--- config.mk ---
export PLATFORM = sky130hd
export DESIGN_NAME = rgb565_luma_histogram_flat
export DESIGN_NICKNAME = d
export VERILOG_FILES = /design/src/rtl/rlh_pkg.sv /design/src/rtl/rlh_pix_if.sv /design/src/rtl/rlh_bin_if.sv /design/src/rtl/rgb565_luma_histogram.sv /design/src/flat_wrapper.sv
export SDC_FILE = /design/constraint.sdc
export NUM_CORES = 1
export LEC_CHECK = 0
export ABC_AREA = 1
export BUFFER_PORTS_ARGS = -buffer_cell sky130_fd_sc_hd__buf_2
export CORE_ASPECT_RATIO = 0.75
export CORE_MARGIN = 5
export CORE_UTILIZATION = 35
export DETAILED_ROUTE_END_ITERATION = 7
export PLACE_DENSITY = 0.49
export SETUP_SLACK_MARGIN = 0.05
export SYNTH_ARGS = -nofsm -noshare
export SYNTH_HDL_FRONTEND = slang
export SYNTH_SLANG_ARGS = --single-unit
--- constraint.sdc ---
create_clock -name clk -period 5.3 [get_ports clk]
set_input_delay 0.265 -clock clk [delete_from_list [all_inputs] [get_ports clk]]
set_output_delay 0.265 -clock clk [all_outputs]
set_load 0.02 [all_outputs]
--- src/rtl/rlh_pkg.sv ---
// ----------------------------------------------------------------------------
// rlh_pkg
// shared widths, constants, types and the rgb565 luma bin function
// ----------------------------------------------------------------------------
package rlh_pkg;

  localparam int COUNT_WIDTH_DEF = 32;
  localparam int NUM_BINS        = 16;
  localparam int BIN_W           = $clog2(NUM_BINS);
  localparam int PIXEL_W         = 16;
  localparam int BIN_COUNT_W     = 32;

  localparam logic [5:0] COEF_R = 6'd38;
  localparam logic [6:0] COEF_G = 7'd75;
  localparam logic [3:0] COEF_B = 4'd15;

  localparam int LUMA_SUM_W = 13;
  localparam int LUMA_SHIFT = 5;

  typedef logic [PIXEL_W-1:0] rlh_pixel_t;
  typedef logic [BIN_W-1:0]   rlh_bin_t;

  typedef enum logic [2:0] {
    ST_RUN  = 3'b001,
    ST_WAIT = 3'b010,
    ST_DUMP = 3'b100
  } rlh_state_t;

  function automatic rlh_bin_t rlh_bin_of(input rlh_pixel_t pix);
    logic [4:0]            r;
    logic [5:0]            g;
    logic [4:0]            b;
    logic [LUMA_SUM_W-1:0] sum;
    logic [7:0]            luma;
    r    = pix[15:11];
    g    = pix[10:5];
    b    = pix[4:0];
    sum  = LUMA_SUM_W'(r) * LUMA_SUM_W'(COEF_R)
         + LUMA_SUM_W'(g) * LUMA_SUM_W'(COEF_G)
         + LUMA_SUM_W'(b) * LUMA_SUM_W'(COEF_B);
    luma = 8'(sum >> LUMA_SHIFT);
    return luma[7:4];
  endfunction

endpackage

--- src/rtl/rlh_pix_if.sv ---
// ----------------------------------------------------------------------------
// rlh_pix_if
// pixel stream channel: valid/ready with pixel and frame end flag
// ----------------------------------------------------------------------------
interface rlh_pix_if;
  import rlh_pkg::*;

  logic       valid;
  logic       ready;
  rlh_pixel_t pixel;
  logic       frame_end;

  modport source (output valid, output pixel, output frame_end, input ready);
  modport sink   (input valid, input pixel, input frame_end, output ready);
endinterface

--- src/rtl/rlh_bin_if.sv ---
// ----------------------------------------------------------------------------
// rlh_bin_if
// histogram result channel: valid/ready with bin index, count and last flag
// ----------------------------------------------------------------------------
interface rlh_bin_if;
  import rlh_pkg::*;

  logic                   valid;
  logic                   ready;
  rlh_bin_t               bin_index;
  logic [BIN_COUNT_W-1:0] bin_count;
  logic                   last_bin;

  modport source (output valid, output bin_index, output bin_count, output last_bin,
                  input ready);
  modport sink   (input valid, input bin_index, input bin_count, input last_bin,
                  output ready);
endinterface

--- src/rtl/rgb565_luma_histogram.sv ---
// ----------------------------------------------------------------------------
// rgb565_luma_histogram
// 16-bin luma histogram over an rgb565 pixel stream
//
// in_pix carries one pixel per transaction; frame_end marks the last pixel of
// a frame. each pixel is counted in bin luma>>4 of a 16-entry counter memory,
// with luma = (r*38 + g*75 + b*15) >> 5; counters saturate at all ones.
// pixels are taken at one per clock outside the read-out: a read-modify-write
// on the counter memory, with the previous write forwarded when two pixels hit
// one bin. after the frame_end transaction in_pix.ready stays low through a
// drain state and the whole read-out: the 16 bins go out on out_bin in order,
// each via a memory read, then the output register, no new read being issued
// while one is pending; last_bin set on bin 15. a stall on out_bin holds the
// output register and pauses the read-out.
// each bin is cleared as it is read. reset clears per-bin valid bits, so
// all counters read as zero right after reset with no clearing pass.
// ----------------------------------------------------------------------------
module rgb565_luma_histogram #(
  parameter int COUNT_WIDTH = rlh_pkg::COUNT_WIDTH_DEF
) (
  input  logic             clk,
  input  logic             rst_n,
  rlh_pix_if.sink          in_pix,
  rlh_bin_if.source        out_bin
);
  import rlh_pkg::*;

  localparam rlh_bin_t LAST_BIN = BIN_W'(NUM_BINS - 1);

  logic [COUNT_WIDTH-1:0] mem [NUM_BINS];
  logic [NUM_BINS-1:0]    val_r;

  rlh_state_t state_r, state_nxt;
  rlh_bin_t   dk_r, dk_nxt;

  logic                   in_fire;
  rlh_bin_t               in_bin;
  logic                   dump_issue;
  logic                   rd_en;
  rlh_bin_t               rd_addr;
  logic [COUNT_WIDTH-1:0] rd_data_r;
  logic                   rd_val_r;
  logic                   rd_pend_r;
  rlh_bin_t               pk_r;

  logic                   s1_vld_r;
  rlh_bin_t               s1_bin_r;
  logic [COUNT_WIDTH-1:0] cur;
  logic [COUNT_WIDTH-1:0] inc;

  logic                   wr_vld_r;
  rlh_bin_t               wr_bin_r;
  logic [COUNT_WIDTH-1:0] wr_data_r;

  logic                   out_vld_r;
  rlh_bin_t               out_idx_r;
  logic [BIN_COUNT_W-1:0] out_cnt_r;
  logic                   out_last_r;

  assign in_pix.ready = (state_r == ST_RUN);
  assign in_fire      = in_pix.valid && in_pix.ready;
  assign in_bin       = rlh_bin_of(in_pix.pixel);

  assign dump_issue = (state_r == ST_DUMP) && !rd_pend_r && (!out_vld_r || out_bin.ready);
  assign rd_en      = in_fire || dump_issue;
  assign rd_addr    = (state_r == ST_DUMP) ? dk_r : in_bin;

  // read-modify-write with forwarding of the last write
  always_comb begin
    if (wr_vld_r && (wr_bin_r == s1_bin_r)) begin
      cur = wr_data_r;
    end else if (rd_val_r) begin
      cur = rd_data_r;
    end else begin
      cur = '0;
    end
    inc = (&cur) ? cur : cur + COUNT_WIDTH'(1);
  end

  always_comb begin
    state_nxt = state_r;
    dk_nxt    = dk_r;
    case (state_r)
      ST_RUN: begin
        if (in_fire && in_pix.frame_end) begin
          state_nxt = ST_WAIT;
        end
      end
      ST_WAIT: begin
        state_nxt = ST_DUMP;
        dk_nxt    = '0;
      end
      ST_DUMP: begin
        if (dump_issue) begin
          dk_nxt = dk_r + BIN_W'(1);
          if (dk_r == LAST_BIN) begin
            state_nxt = ST_RUN;
          end
        end
      end
      default: begin
        state_nxt = ST_RUN;
      end
    endcase
  end

  // counter memory
  always_ff @(posedge clk) begin
    if (rd_en) begin
      rd_data_r <= mem[rd_addr];
      rd_val_r  <= val_r[rd_addr];
    end
    if (s1_vld_r) begin
      mem[s1_bin_r] <= inc;
    end
  end

  always_ff @(posedge clk) begin
    s1_bin_r  <= in_bin;
    wr_bin_r  <= s1_bin_r;
    wr_data_r <= inc;
    if (dump_issue) begin
      pk_r <= dk_r;
    end
    if (rd_pend_r) begin
      out_idx_r  <= pk_r;
      out_cnt_r  <= BIN_COUNT_W'(rd_val_r ? rd_data_r : '0);
      out_last_r <= (pk_r == LAST_BIN);
    end
  end

  always_ff @(posedge clk) begin
    if (!rst_n) begin
      state_r   <= ST_RUN;
      dk_r      <= '0;
      val_r     <= '0;
      s1_vld_r  <= 1'b0;
      wr_vld_r  <= 1'b0;
      rd_pend_r <= 1'b0;
      out_vld_r <= 1'b0;
    end else begin
      state_r   <= state_nxt;
      dk_r      <= dk_nxt;
      s1_vld_r  <= in_fire;
      wr_vld_r  <= s1_vld_r;
      rd_pend_r <= dump_issue;
      if (s1_vld_r) begin
        val_r[s1_bin_r] <= 1'b1;
      end
      if (dump_issue) begin
        val_r[dk_r] <= 1'b0;
      end
      if (rd_pend_r) begin
        out_vld_r <= 1'b1;
      end else if (out_bin.ready) begin
        out_vld_r <= 1'b0;
      end
    end
  end

  assign out_bin.valid     = out_vld_r;
  assign out_bin.bin_index = out_idx_r;
  assign out_bin.bin_count = out_cnt_r;
  assign out_bin.last_bin  = out_last_r;

endmodule

--- src/flat_wrapper.sv ---
// flat-port wrapper written by rule: the top's interface ports become plain ports
module rgb565_luma_histogram_flat import rlh_pkg::*;
#(
  parameter int COUNT_WIDTH = rlh_pkg::COUNT_WIDTH_DEF
)
  (clk, rst_n, in_pix_valid, in_pix_pixel, in_pix_frame_end, in_pix_ready, out_bin_valid, out_bin_bin_index, out_bin_bin_count, out_bin_last_bin, out_bin_ready);
  rlh_pix_if in_pix_i ();
  rlh_bin_if out_bin_i ();
  input  logic clk;
  input  logic rst_n;
  input wire logic [$bits(in_pix_i.valid)-1:0] in_pix_valid;
  input wire logic [$bits(in_pix_i.pixel)-1:0] in_pix_pixel;
  input wire logic [$bits(in_pix_i.frame_end)-1:0] in_pix_frame_end;
  output wire logic [$bits(in_pix_i.ready)-1:0] in_pix_ready;
  output wire logic [$bits(out_bin_i.valid)-1:0] out_bin_valid;
  output wire logic [$bits(out_bin_i.bin_index)-1:0] out_bin_bin_index;
  output wire logic [$bits(out_bin_i.bin_count)-1:0] out_bin_bin_count;
  output wire logic [$bits(out_bin_i.last_bin)-1:0] out_bin_last_bin;
  input wire logic [$bits(out_bin_i.ready)-1:0] out_bin_ready;
  assign in_pix_i.valid = in_pix_valid;
  assign in_pix_i.pixel = in_pix_pixel;
  assign in_pix_i.frame_end = in_pix_frame_end;
  assign in_pix_ready = in_pix_i.ready;
  assign out_bin_valid = out_bin_i.valid;
  assign out_bin_bin_index = out_bin_i.bin_index;
  assign out_bin_bin_count = out_bin_i.bin_count;
  assign out_bin_last_bin = out_bin_i.last_bin;
  assign out_bin_i.ready = out_bin_ready;
  rgb565_luma_histogram #(.COUNT_WIDTH(COUNT_WIDTH)) u_core (.clk(clk), .rst_n(rst_n), .in_pix(in_pix_i), .out_bin(out_bin_i));
endmodule
**Word-level counts from Yosys, hierarchy flattened**

Memories as Yosys holds them, arrays and structs flattened. A register that Yosys moved wholly into a read port is not among the register bits.
Cells that the tools add are included.
Widths: inputs -> output; s select.

- Bits in registers: 109
- Bits in writable memories: 512
- Memories: 1

Memory list:

| memory | depth | width | read ports | clocked after memory_dff | write ports | RTL line | text |
|---|---|---|---|---|---|---|---|
| u_core.mem | 16 | 32 | 1 | 1 | 1 | rgb565_luma_histogram.sv:30 | `logic [COUNT_WIDTH-1:0] mem [NUM_BINS];` |

- Add/subtract/negate cells: 4
- Multiply operators: 3
- $lt $le $gt $ge: 5
- Equal/unequal tests: 9
- Muxes and demuxes: 23
- Bitwise operators: 3
- Reductions and logical operators: 16

Operator list:

| kind | count |
|---|---|
| $mux 32 | 3 |
| $mux 16 | 3 |
| $add 32x1->32 const B | 1 |
| $reduce_and 32->1 | 1 |
| $and 16x16->16 | 1 |
| $not 16->16 | 1 |
| $or 16x16->16 | 1 |
| $lt 4x5->1 const B | 3 |
| $add 11x13->13 | 1 |
| $add 13x9->13 | 1 |
| $mul 6x7->13 const B | 1 |
| $mul 5x5->10 const B | 1 |
| $mul 5x4->9 const B | 1 |
| $mux 3 | 3 |
| $pmux 3 s3 | 1 |
| $demux 1 s4 | 2 |
| $eq 4x4->1 const B | 2 |
| $ge 4x1->1 const B | 2 |
| $mux 4 | 2 |
| $pmux 4 s2 | 1 |
| $logic_and 1x1->1 | 7 |
| $mux 1 | 7 |
| $add 4x1->4 const B | 1 |
| $bmux 1 s4 | 1 |
| other kinds (11) | 15 |

**Depth between registers and ports, before layout**

Gate-level depths: netlist (run 1).

- Depth after elaboration: 9
- Depth in mapped cells: 30
- Mapped depth without buffers: 28

**Least setup slack after synthesis (run 1)**

No wires, ideal clock.

- Path type: input port to flip-flop
- Start: input port in_pix_pixel[11]
- End: register u_core.rd_data_r[11] (read register of u_core.mem) (data pin)
- Arrival: 4813 ps
- Setup slack: 235 ps
- Stages: 29
- Path buffers: 2
- Path through: ha_1 ha_1 ha_1 nand3_1 nand2_1 a21oi_1 o21ai_0 xnor2_1 inv_1 ha_1 fa_1 fa_1 ha_1 nand2_1 nor2_1 nor2_1 nand2_1 nand2_1 nand3_1 nand2_1 clkbuf_1 clkbuf_1 nand2_1 nand2_1 nand2_1 nand3_1 nand2_1 nand2_1 nand2_1

- Cells in the longest elaborated chain, start to end: 4

Ends and longest elaborated chain:

| element | RTL line | text |
|---|---|---|
| start, declared | flat_wrapper.sv:12 | `input wire logic [$bits(in_pix_i.pixel)-1:0] in_pix_pixel;` |
| $mul 5x5->10 | rlh_pkg.sv:38 | `sum = LUMA_SUM_W'(r) * LUMA_SUM_W'(COEF_R)` |
| $add 11x13->13 | rlh_pkg.sv:39 | `+ LUMA_SUM_W'(g) * LUMA_SUM_W'(COEF_G)` |
| $add 13x9->13 | rlh_pkg.sv:40 | `+ LUMA_SUM_W'(b) * LUMA_SUM_W'(COEF_B);` |
| $mux 4 | rgb565_luma_histogram.sv:66 | `assign rd_addr = (state_r == ST_DUMP) ? dk_r : in_bin;` |
| end, declared | rgb565_luma_histogram.sv:41 | `logic [COUNT_WIDTH-1:0] rd_data_r;` |

No other way between the ends.
A chain may end at the register's enable or synchronous reset.

**Worst setup path in the final report (run 1)**

- Start: input port in_pix_pixel[11]
- End: register u_core.rd_data_r[23] (read register of u_core.mem) (data pin)

The elaborated chain is that of the path after synthesis.

==> results of run 1 <==
[metal layers]
layer  global-route usage [%]  part of all wire (%)  vias up
li1                         -                     -    10750
met5                        0                     0        -
met3                    3.051                   4.7      114
met1                    27.29                    48    10200
met4                    5.181                   2.7        0
met2                    28.59                    44      448
[Yosys cell counts]
library cell / number / area, um2
sky130_fd_sc_hd__nand2_1: 1172 / 4399
sky130_fd_sc_hd__edfxtp_1: 586 / 17600
sky130_fd_sc_hd__inv_1: 474 / 1779
sky130_fd_sc_hd__nand3b_1: 241 / 1809
sky130_fd_sc_hd__nand3_1: 198 / 991.0
sky130_fd_sc_hd__nor2_1: 82 / 307.8
sky130_fd_sc_hd__clkbuf_1: 81 / 304.0
sky130_fd_sc_hd__dfxtp_1: 67 / 1341
sky130_fd_sc_hd__ha_1: 57 / 713.2
sky130_fd_sc_hd__buf_2: 36 / 180.2
sky130_fd_sc_hd__fa_1: 33 / 660.6
sky130_fd_sc_hd__nand3_2: 31 / 310.3
sky130_fd_sc_hd__nand4_1: 29 / 181.4
sky130_fd_sc_hd__buf_1: 28 / 105.1
sky130_fd_sc_hd__o21ai_0: 20 / 100.1
sky130_fd_sc_hd__nor2_2: 19 / 118.9
sky130_fd_sc_hd__a21oi_1: 14 / 70.07
sky130_fd_sc_hd__a31oi_1: 14 / 87.58
sky130_fd_sc_hd__inv_2: 13 / 48.80
sky130_fd_sc_hd__nand2_2: 13 / 81.33
sky130_fd_sc_hd__nor3_1: 13 / 65.06
sky130_fd_sc_hd__buf_6: 7 / 78.83
sky130_fd_sc_hd__nor2_4: 6 / 67.56
sky130_fd_sc_hd__or2_2: 6 / 37.54
sky130_fd_sc_hd__o21ai_1: 4 / 20.02
sky130_fd_sc_hd__xor2_1: 4 / 35.03
sky130_fd_sc_hd__o21a_1: 3 / 22.52
sky130_fd_sc_hd__o21bai_1: 3 / 22.52
sky130_fd_sc_hd__a211oi_1: 2 / 15.01
sky130_fd_sc_hd__buf_4: 2 / 15.01
sky130_fd_sc_hd__o21a_2: 2 / 17.52
sky130_fd_sc_hd__xnor2_1: 2 / 17.52
sky130_fd_sc_hd__a21o_1: 1 / 7.510
sky130_fd_sc_hd__buf_8: 1 / 15.01
sky130_fd_sc_hd__nand2_4: 1 / 11.26
sky130_fd_sc_hd__nand3_4: 1 / 17.52
sky130_fd_sc_hd__nand4_2: 1 / 12.51
sky130_fd_sc_hd__nor3_2: 1 / 10.01
sky130_fd_sc_hd__o211a_1: 1 / 10.01
sky130_fd_sc_hd__o221a_2: 1 / 11.26
sky130_fd_sc_hd__or2_1: 1 / 6.260
[worst reg2reg max path, delay by kind of cell (launching register included)]
| family | cells | cell delay [ns] |
|---|---|---|
| AOI/OAI and AO/OA | 1 | 0.13 |
| adders and majority gates | 1 | 0.25 |
| buffers and inverters | 4 | 0.65 |
| DFF | 1 | 0.43 |
| and+or+nand+nor | 9 | 2.26 |
[area by class of cell]
type | count | area share, %
Tap cell | 1212 | 4.144
Multi-Input combinational cell | 1976 | 28.52
Clock inverter | 43 | 0.8856
Inverter | 487 | 4.996
Sequential cell | 653 | 51.76
Timing Repair Buffer | 180 | 4.575
Clock buffer | 83 | 5.119
[worst paths after layout]
| path | from | end | slack, ns |
|---|---|---|---|
| worst max-delay path | in_pix_pixel[11] | u_core.rd_data_r[23] | 0.40 |
| worst min-delay path | in_pix_valid | u_core.s1_vld_r | 0.04 |
| worst max register to register | u_core.s1_bin_r[3] | u_core.mem[8][2] | 1.07 |
| worst min register to register | u_core.s1_bin_r[1] | u_core.wr_bin_r[1] | 0.40 |
[cells by family after synthesis]
| family | share of synthesized area (%) |
|---|---|
| AND/OR/NAND/NOR | 26.58 |
| flip-flops | 59.74 |
| adder cells (fa/ha/maj) | 4.334 |
| XOR/XNOR | 0.1658 |
| AO/OA/AOI/OAI | 1.212 |
| buffers and inverters | 7.969 |
[through the flow]
| step | hold slack [ns] | cell area, um2 | setup TNS (ns) | cells |
|---|---|---|---|---|
| floorplan | 0.3756 | 31700 | 0 | 3271 |
| global placement | 0.3918 | 34370 | -4.674 | 4505 |
| detailed placement | 0.3941 | 34370 | -5.827 | 4505 |
| CTS | 0.001648 | 36590 | 0 | 4634 |
| global route | 0.04194 | 36590 | 0 | 4634 |
| finish | 0.03877 | 36590 | 0 | 4634 |
[flip-flops by register name, indices dropped and copies added (netlist names)]
| signal | flops |
|---|---|
| u_core.rd_val_r | 1 |
| u_core.dk_r | 4 |
| u_core.out_bin.valid | 1 |
| u_core.state_r | 3 |
| u_core.wr_bin_r | 4 |
| u_core.wr_data_r | 32 |
| u_core.val_r | 16 |
| u_core.wr_vld_r | 1 |
| u_core.out_bin.bin_index | 4 |
| u_core.rd_pend_r | 1 |
| u_core.pk_r | 4 |
| u_core.s1_bin_r | 4 |
| u_core.mem | 512 |
| u_core.out_bin.bin_count | 32 |
| u_core.rd_data_r | 32 |
| u_core.s1_vld_r | 1 |
| u_core.out_bin.last_bin | 1 |
[timing repair]
item                      in CTS  in global routing
buffers inserted               0                  0
hold buffers                   3                  0
resized for setup              0                  0
hold endpoints to repair       3                  0
==> reports/summary.md, run 1 <==
Job
• 0 — max-capacitance violation count

Worst setup path
• 5.27 ns — data arrival time of the critical path
• 47 — Crit Path Max Fanout
• 28 — Stages on worst setup path
• sky130_fd_sc_hd__nand2_1 — Critical Path Most Common Cell
• adder cells — CP top delay family
• sky130_fd_sc_hd__fa_1 — Slowest-stage cell, CP
• input port — kind of launch point of the worst setup path
• 5.67 ns — critical path required time
• flop — crit end category
• input port to flop — Setup Crit Path Kind
• 15 — worst reg2reg path depth
• 0.49 ns — biggest cell delay along the critical path
• 4 — CP Buf/Inv Count

Placement
• 53.39 mm — Detailed Place HPWL
• 0.8752 — routability congestion estimate from global placement
• 59 — port buffer count
• -0.2206 ns — dpl ws

Synth
• 41 — number of distinct standard cells referenced by the synthesized netlist
• 31700 um2 — Post-Syn Area
• 3271 — number of instances in the synthesized netlist
• 653 — Yosys reg bits
• 0 — Synth Warn #
• 59.74% — proportion of synthesized chip area in sequential cells
• 9.692 um2 — Mapped Avg Cell Area
• 3382 — post-synthesis net count

Die
• 96760 um2 — Die Outline Area
• 60 — Ports
• 270.6 um — Die Y-Extent
• 89740 um2 — Core Region
• 95 — number of rows created at floorplan
• 35.33% — Starting Density
• 357.5 um — horizontal extent of the die

Finish
• 3478 — number of nets in the layout
• 40.78% — final standard cell utilization of the core
• sky130_fd_sc_hd__nand2_1 (1167), sky130_fd_sc_hd__edfxtp_1 (586), sky130_fd_sc_hd__inv_1 (473) — commonest cells after routing, fill and taps aside
• 15.43% — area grow syn2layout
• 18940 um2 — Storage cell area
• sky130_fd_sc_hd__nand2_1 — most common cell after layout, fill and taps aside
• 0 — diodes inserted
• 10440 um2 — combined area of the multi-input logic cells
• 8767 — layout filler cell count
• 11.69% — ratio of cells with drive above 1 in the final layout

Timing
• 1.259 ns — Tightest Pin Transition
• 15.87% — Max-Slew Margin vs Limit
• 0.4005 ns — final worst slack
• 204.1 MHz — achievable clock frequency
• 0 — hold violation total from the final report
• 0.03409 ns — final clock skew
• 0 — final-report max-slew violation count
• false — RSZ-0062 raised after global routing
• 4.900 ns — minimum clock period after layout
• 0 — number of setup violations in the final report
• 92.44% — post-route fraction of the period consumed by the critical path

Detailed routing
• 1862 — DRC marker count from the first detailed-route iteration
• 89.77 mm — final WL
• 4.642 — post-detailed-route via-to-cell ratio
• 5 — number of detailed-route iterations in the first pass
• 19.37 um — mean routed wirelength per cell
• 0 — remaining antenna violation count
• 21510 — via count
• 0 — post-route DRC violation count

Clock tree
• 0.06 ns — clock-pin slew of the registers on the worst-case setup and hold paths
• 653 — Clock Sinks
• 3 — maximum level of the CTS H-tree
• 0.63 ns — clock latency on the worst-skew pair
• done — clock tree from TritonCTS
• 3 — maximum root-to-sink buffer count
• sky130_fd_sc_hd__clkbuf_16 — buffer cell driving the clock tree root
• 69 — TritonCTS Buffers

Global route
• 194 — maximum number of pins on one net before global-route repair
• 135.7 mm — global-route wire length before repair
• 0 — total gr overflow
• 1 — initial antenna violation count
• 18.62% — global-route total usage across every layer
• 20840 — via count of the first global-routing pass

Min path
• input port to flop — Min-Delay Path Class
• 3 — Worst Hold Depth

Run status
• complete, no violations — outcome

Power of run 1 is left out: the tool's default activity adds up to more than one toggle a clock period on the data nets, which glitch-free logic cannot reach.
==> run 2, diff against run 1 <==
--- a/config.mk
+++ b/config.mk
@@ -11,6 +11,7 @@
 export CORE_MARGIN = 5
 export CORE_UTILIZATION = 35
 export DETAILED_ROUTE_END_ITERATION = 7
+export HOLD_SLACK_MARGIN = 0.1
 export PLACE_DENSITY = 0.49
 export SETUP_SLACK_MARGIN = 0.05
 export SYNTH_ARGS = -nofsm -noshare
==> run 2 against run 1 <==
Against the previous run:
- critical path depth is 2 higher
- cell area about the same
- non-clock buffer count increased by 3
- global-route usage about the same
- register-to-register slack got worse by 0.02 ns
==> reports/summary.md, run 2 (same netlist as run 1, synthesis figures left out) <==
Placement
• -0.2206 ns — dpl ws, unchanged
• 59 — port buffer count, unchanged
• 0.8752 — routability congestion estimate from global placement, unchanged
• 53.39 mm — Detailed Place HPWL, unchanged

Run status
• complete, no violations — outcome

Finish
• 512 — flip-flop count of the largest register after layout, unchanged
• 15.52% — area grow syn2layout, about the same
• 3481 — number of nets in the layout, +0.086%
• 8766 — layout filler cell count, -0.011%
• 18940 um2 — Storage cell area, unchanged
• sky130_fd_sc_hd__nand2_1 (1167), sky130_fd_sc_hd__edfxtp_1 (586), sky130_fd_sc_hd__inv_1 (473) — commonest cells after routing, fill and taps aside
• 10440 um2 — combined area of the multi-input logic cells, unchanged
• 0 — diodes inserted, unchanged
• 11.68% — ratio of cells with drive above 1 in the final layout, about the same
• u_core.mem — largest reg by FF count
• sky130_fd_sc_hd__nand2_1 — most common cell after layout, fill and taps aside

Worst setup path
• 20 — Crit Path Max Fanout, -57%
• u_core.s1_bin_r[3] — worst reg2reg startpoint
• u_core.mem[8][2] — reg-to-reg critical path endpoint
• 1.05 ns — setup slack on the worst flop-to-flop path, -0.02 ns
• sky130_fd_sc_hd__fa_1 — Slowest-stage cell, CP
• input port to flop — Setup Crit Path Kind
• 5.65 ns — critical path required time, -0.02 ns
• input port — kind of launch point of the worst setup path
• flop — crit end category
• 15 — worst reg2reg path depth, unchanged
• 5.25 ns — data arrival time of the critical path, -0.02 ns
• 0.49 ns — biggest cell delay along the critical path, about the same
• sky130_fd_sc_hd__nand2_1 — Critical Path Most Common Cell

Timing
• 204.0 MHz — achievable clock frequency, about the same
• 0.3984 ns — final worst slack, -0.002047 ns
• 1.260 ns — Tightest Pin Transition, +0.001081 ns
• 0.03483 ns — final clock skew, +0.0007321 ns
• 0.1484 ns — Worst Hold Margin, +0.1096 ns
• 15.80% — Max-Slew Margin vs Limit, -0.072 points
• 0 — hold violation total from the final report, unchanged
• false — RSZ-0062 raised after global routing
• 0 — final-report max-slew violation count, unchanged
• 4.902 ns — minimum clock period after layout, +0.002047 ns
• 92.48% — post-route fraction of the period consumed by the critical path, about the same
• 0 — number of setup violations in the final report, unchanged

Clock tree
• sky130_fd_sc_hd__clkbuf_16 — buffer cell driving the clock tree root
• 0.05 ns — clock-pin slew of the registers on the worst-case setup and hold paths, about the same
• 3 — maximum level of the CTS H-tree, unchanged
• 3 — maximum root-to-sink buffer count, unchanged
• 0 — setup fix buffers added after clock tree synthesis, unchanged
• 0.63 ns — clock latency on the worst-skew pair, about the same
• 0 — quantity of gates resized following cts, unchanged
• 653 — Clock Sinks, unchanged
• 69 — TritonCTS Buffers, unchanged
• done — clock tree from TritonCTS

Die
• 96760 um2 — Die Outline Area, unchanged
• 35.33% — Starting Density, unchanged
• 89740 um2 — Core Region, unchanged
• 95 — number of rows created at floorplan, unchanged
• 270.6 um — Die Y-Extent, unchanged
• 60 — Ports, unchanged
• 357.5 um — horizontal extent of the die, unchanged

Detailed routing
• 0 — post-route DRC violation count, unchanged
• 4.659 — post-detailed-route via-to-cell ratio, +0.36%
• 6 — number of detailed-route iterations in the first pass, +1
• 1850 — DRC marker count from the first detailed-route iteration, -0.64%
• 21610 — via count, +0.43%
• 89.94 mm — final WL, +0.19%
• 19.40 um — mean routed wirelength per cell, +0.12%
• 0 — remaining antenna violation count, unchanged

Global route
• 135.8 mm — global-route wire length before repair, about the same
• 1 — initial antenna violation count, unchanged
• 20850 — via count of the first global-routing pass, +0.048%
• 194 — maximum number of pins on one net before global-route repair, unchanged
• 18.63% — global-route total usage across every layer, about the same
• 0 — total gr overflow, unchanged

Min path
• 3 — Worst Hold Depth, unchanged
• u_core.s1_bin_r[3] — hold-critical path endpoint
• input port to flop — Min-Delay Path Class
• in_pix_pixel[10] — startpoint of the lowest-slack hold path

Job
• 0 — max-capacitance violation count, unchanged

[run 2: cell type report]
type,count,share of cell area [%]
sequential,653,51.72
multi-input combinational,1976,28.50
clock buffer,83,5.114
inverter,487,4.991
timing repair buffer,183,4.653
tap,1212,4.141
clock inverter,43,0.8849
[run 2: worst max path at each step]
stage | startpoint | end | slack, ns | depth (start not counted)
2_1_floorplan | in_pix_pixel[11] | u_core.rd_data_r[11] | 0.24 | 29
3_3_place_gp | in_pix_pixel[11] | u_core.rd_data_r[17] | -0.20 | 30
3_5_place_dp | in_pix_pixel[11] | u_core.rd_data_r[17] | -0.22 | 30
4_1_cts | in_pix_pixel[11] | u_core.rd_data_r[17] | 0.43 | 30
5_1_grt | in_pix_pixel[11] | u_core.rd_data_r[0] | 0.06 | 30
6_report | in_pix_pixel[11] | u_core.rd_data_r[17] | 0.40 | 30
[run 2: worst max-delay path, delay by kind of cell]
family | cells | cell delay, ns
AO/OA/AOI/OAI | 2 | 0.35
XOR/XNOR | 1 | 0.16
adder cells (fa/ha/maj) | 7 | 2.44
buffers and inverters | 4 | 0.53
AND/OR/NAND/NOR | 16 | 1.47
[run 2: stage by stage]
| step | util, % | std cells | setup TNS (ns) | area [um2] |
|---|---|---|---|---|
| after floorplan | - | 3271 | 0 | 31700 |
| after global placement | 38.29 | 4505 | -4.674 | 34370 |
| after detailed placement | 38.29 | 4505 | -5.827 | 34370 |
| after CTS | 40.81 | 4637 | 0 | 36620 |
| after global routing | 40.81 | 4637 | 0 | 36620 |
| final | 40.81 | 4637 | 0 | 36620 |
[run 2: layer usage]
layer,vias up,GRT usage [%],wire length [um]
li1,10760,-,-
met1,10280,27.30,43650
met2,460,28.60,39740
met3,113,3.051,4184
met4,0,5.181,2368
met5,-,0,0
[run 2: timing repair]
item,4_1_cts,5_1_grt
endpoints found under the hold margin,23,0
setup endpoints to repair,0,0
hold buffers,6,0
Power of run 2 is left out for the same reason.
